[src/aes_ram.sv]
`timescale 1ns / 1ps
// ----------------------------------------------------------------------------
// aes_ram
// generic single write port ram with registered read
// ----------------------------------------------------------------------------
module aes_ram #(
    parameter int WIDTH = 32,
    parameter int DEPTH = 64
) (
    input  logic                     aclk,
    input  logic                     we,
    input  logic [$clog2(DEPTH)-1:0] waddr,
    input  logic [WIDTH-1:0]         wdata,
    input  logic [$clog2(DEPTH)-1:0] raddr,
    output logic [WIDTH-1:0]         rdata
);
    logic [WIDTH-1:0] mem [DEPTH];

    always_ff @(posedge aclk) begin
        if (we) begin
            mem[waddr] <= wdata;
        end
        rdata <= mem[raddr];
    end
endmodule

[config.mk]
export PLATFORM = sky130hd
export DESIGN_NAME = aes_ram
export DESIGN_NICKNAME = d
export VERILOG_FILES = /design/src/aes_ram.sv
export SDC_FILE = /design/constraint.sdc
export NUM_CORES = 2
export LEC_CHECK = 0
export BUFFER_PORTS_ARGS = -buffer_cell sky130_fd_sc_hd__buf_2
export CELL_PAD_IN_SITES_DETAIL_PLACEMENT = 1
export CELL_PAD_IN_SITES_GLOBAL_PLACEMENT = 2
export CORE_MARGIN = 5
export CORE_UTILIZATION = 45
export DETAILED_ROUTE_END_ITERATION = 8
export PLACE_DENSITY_LB_ADDON = 0.1
export SLEW_MARGIN = 10
export SYNTH_ARGS = -nofsm -noshare
export SYNTH_HDL_FRONTEND = slang
export SYNTH_SLANG_ARGS = --single-unit
[constraint.sdc]
create_clock -name aclk -period 4.6 [get_ports aclk]
set_clock_uncertainty 0.1 [all_clocks]
set_input_delay 0.92 -clock aclk [delete_from_list [all_inputs] [get_ports aclk]]
set_output_delay 0.92 -clock aclk [all_outputs]
set_load 0.1 [all_outputs]
==> qor.csv <==
stage;metric;value;unit
grt;grt_pass1_vias;39565;
cells_and_area;stdcell_area;90300;µm²
setup_path;reg2reg_from;mem[13][2]$_DFFE_PP_;
setup_path;endpoint_kind;register;
die;die-area;183000;µm²
cells_and_area;drive_gt1_share;31.8;%
setup_path;timing.critical_path.from;raddr[0];
route;wl_met3;18200;µm
clocking;cts_sinks;2080;
hold_path;hp-class;in2reg;
clocking;postCtsSetupRepairBufs;0;
setup_path;start_kind;input port;
place;gp_congestion;0.782;
synthesis;synthArstFlopShare;0;%
clocking;holdBufCountCts;0;
clocking;cts_buffers;212;
route;dr.pass1.iters;7;
job;cap_violations;0;
place;place_hpwl;130000;µm
clocking;cts_root_buf;clkbuf_16;
sta;fin_crit_sh;71.9;%
die;ioPinCount;78;
sta;clock.fmax;0.302;GHz
synthesis;synth_seq_cells;2080;
power;vdd_drop_max;0.400;mV
die;coreArea;174000;µm²
synthesis;avgSynthCellArea;23.6;µm²
synthesis;synth.distinct_cells;34;
synthesis;syn_nets;3370;
clocking;clk-insertion-delay-late;0.84;ns
setup_path;cp_max_fo;25;
power;totalPowerFinal;40.1;mW
route;drt_drc_violations_left;0;
cells_and_area;fin_nets;3707;
route;routed_wl;225000;µm
sta;finalHoldViolCount;0;
clocking;htree_levels;4;
die;die_w;428;µm
synthesis;synth_edf_count;2048;
clocking;cts_resized;0;
route;wl_met1;92300;µm
die;rows;153;
clocking;clockBufferDepth;3;
synthesis;yosysWarnings;0;
route;dr_wl_met2;107000;µm
synthesis;synthFlopType;edfxtp_1;
run_status;status;completed;
sta;drv_slew;0;
place;place.port_buffers;77;
grt;grt_max_degree;65;
synthesis;netlist_instances;3324;
power;p_per_area;445;nW/µm²
sta;slew-limit-headroom;15.4;%
die;initial_core_util;45.2;%
synthesis;netlist_area;78500;µm²
route;routed.top_layer;met5;
sta;worst_slack;1.29;ns
sta;tightest_slew;1.27;ns
clocking;path_clk_slew;0.06;ns
sta;setup_violations;0;
route;antenna_left;0;
route;dr.first_iter.drc_count;4268;
setup_path;crit_required;5.15;ns
cells_and_area;area_growth;15.0;%
route;wire_per_inst;36.4;µm
hold_path;min_from;wdata[22];
sta;setup-tns-final;0;ns
die;die_y;428;µm
place;preCtsSetupSlack;0.264;ns
setup_path;path_class;in2reg;
grt;gr-total-overflow;0;
clocking;cts_tree;yes;
grt;grt.total_usage;24.8;%
place;place_area;83500;µm²
power;p_leak;28.2;nW
grt;grt_pass1_wl;313000;µm
sta;period_needed;3.31;ns
grt;antenna_found_initial;20;
synthesis;ys_seq_area_share;79.1;%
setup_path;critPathArrivalTime;3.86;ns
sta;rsz0062_at_grt;false;
route;num_vias;37497;
route;viasPerCell;6.07;
-- final timing paths --
path	slack, ns	cells past startpoint	to
max reg2reg	2.03	4	rdata[2]$_DFF_P_
min reg2reg	0.72	4	rdata[17]$_DFF_P_
max	1.29	7	rdata[2]$_DFF_P_
min	0.45	1	mem[24][22]$_DFFE_PP_
-- flip-flops by register name, summed over array words and instances (netlist names) --
| register | count |
|---|---|
| rdata | 32 |
| mem | 2048 |
-- cells in the mapped netlist (2+ instances only) --
master    count  area (µm²)
or3b_2        3        26.3
nand3_1       5        25.0
nand2_1      26        97.6
buf_4        25         188
mux4_2      544       12300
o22ai_1      84         526
a21oi_1      62         310
a22oi_1      12        90.1
edfxtp_1   2048       61500
nand2b_1      8        50.1
nor2_1      137         514
or3_1         3        18.8
and2_1        2        12.5
o221ai_1     27         236
nor3_1        7        35.0
nor2b_1      15        93.8
nand4_1       2        12.5
nand3b_1      5        37.5
mux2i_1      93         931
and3_1        4        25.0
or3b_1        2        17.5
buf_1        21        78.8
a41o_1        4        40.0
buf_2        57         285
a311oi_1      8        70.1
o32ai_1       4        35.0
dfxtp_1      32         641
clkbuf_1     74         278
buf_6         5        56.3
-- critical path, stage by stage --
cell and delay, ns:
buf_8 0.27, buf_12 0.28, buf_12 0.26, mux4_2 0.55
mux4_2 0.61, o22ai_1 0.61, nor2_1 0.22
-- cell usage in the layout, fill, tap and decap left out, drive strengths merged, types with 15 or more instances in the layout --
master	count
a21oi	62
buf	305
bufinv	17
clkbuf	263
clkinv	100
dfxtp	32
edfxtp	2048
mux2i	93
mux4	544
nand2	26
nor2	137
nor2b	15
o221ai	27
o22ai	84
-- kinds of logic after synthesis --
| logic type | synth area share, % |
|---|---|
| flops | 79.1 |
| buf+inv | 1.13 |
| mux | 16.8 |
| simple gates | 1.27 |
| compound gates | 1.67 |
-- metal layers --
layer  global-route usage, %  vias to the layer above
met2                    39.3                     1518
met3                    5.80                      291
met1                    34.9                    20715
met5                       0                        -
li1                        -                    14971
met4                    7.50                        2
-- through the flow --
stage               instances  hold slack, ns  utilization (%)
finish                   6175           0.450             52.0
detailed placement       5772           0.728             48.1
floorplan                3324           0.563                -
CTS                      6166           0.402             52.0
global route             6170           0.426             52.0
global placement         5772           0.668             48.1
-- report_power, final --
part / internal (mW) / switching (mW) / leakage [nW] / total (mW)
clock network: 9.55 / 7.12 / 3.31 / 16.7
logic: 0.763 / 1.65 / 6.25 / 2.41
registers: 21.0 / 0.0808 / 18.7 / 21.1
-- final cells by class --
| class | instances | area [µm²] |
|---|---|---|
| clock buffer | 263 | 5600 |
| tap | 2325 | 2910 |
| clock inverter | 131 | 1100 |
| sequential | 2080 | 62100 |
| fill | 14837 | 83400 |
| timing repair buffer | 305 | 2510 |
| antenna | 9 | 22.5 |
| multi-input combinational | 1062 | 16000 |
Power figures use the tool's default switching activity.
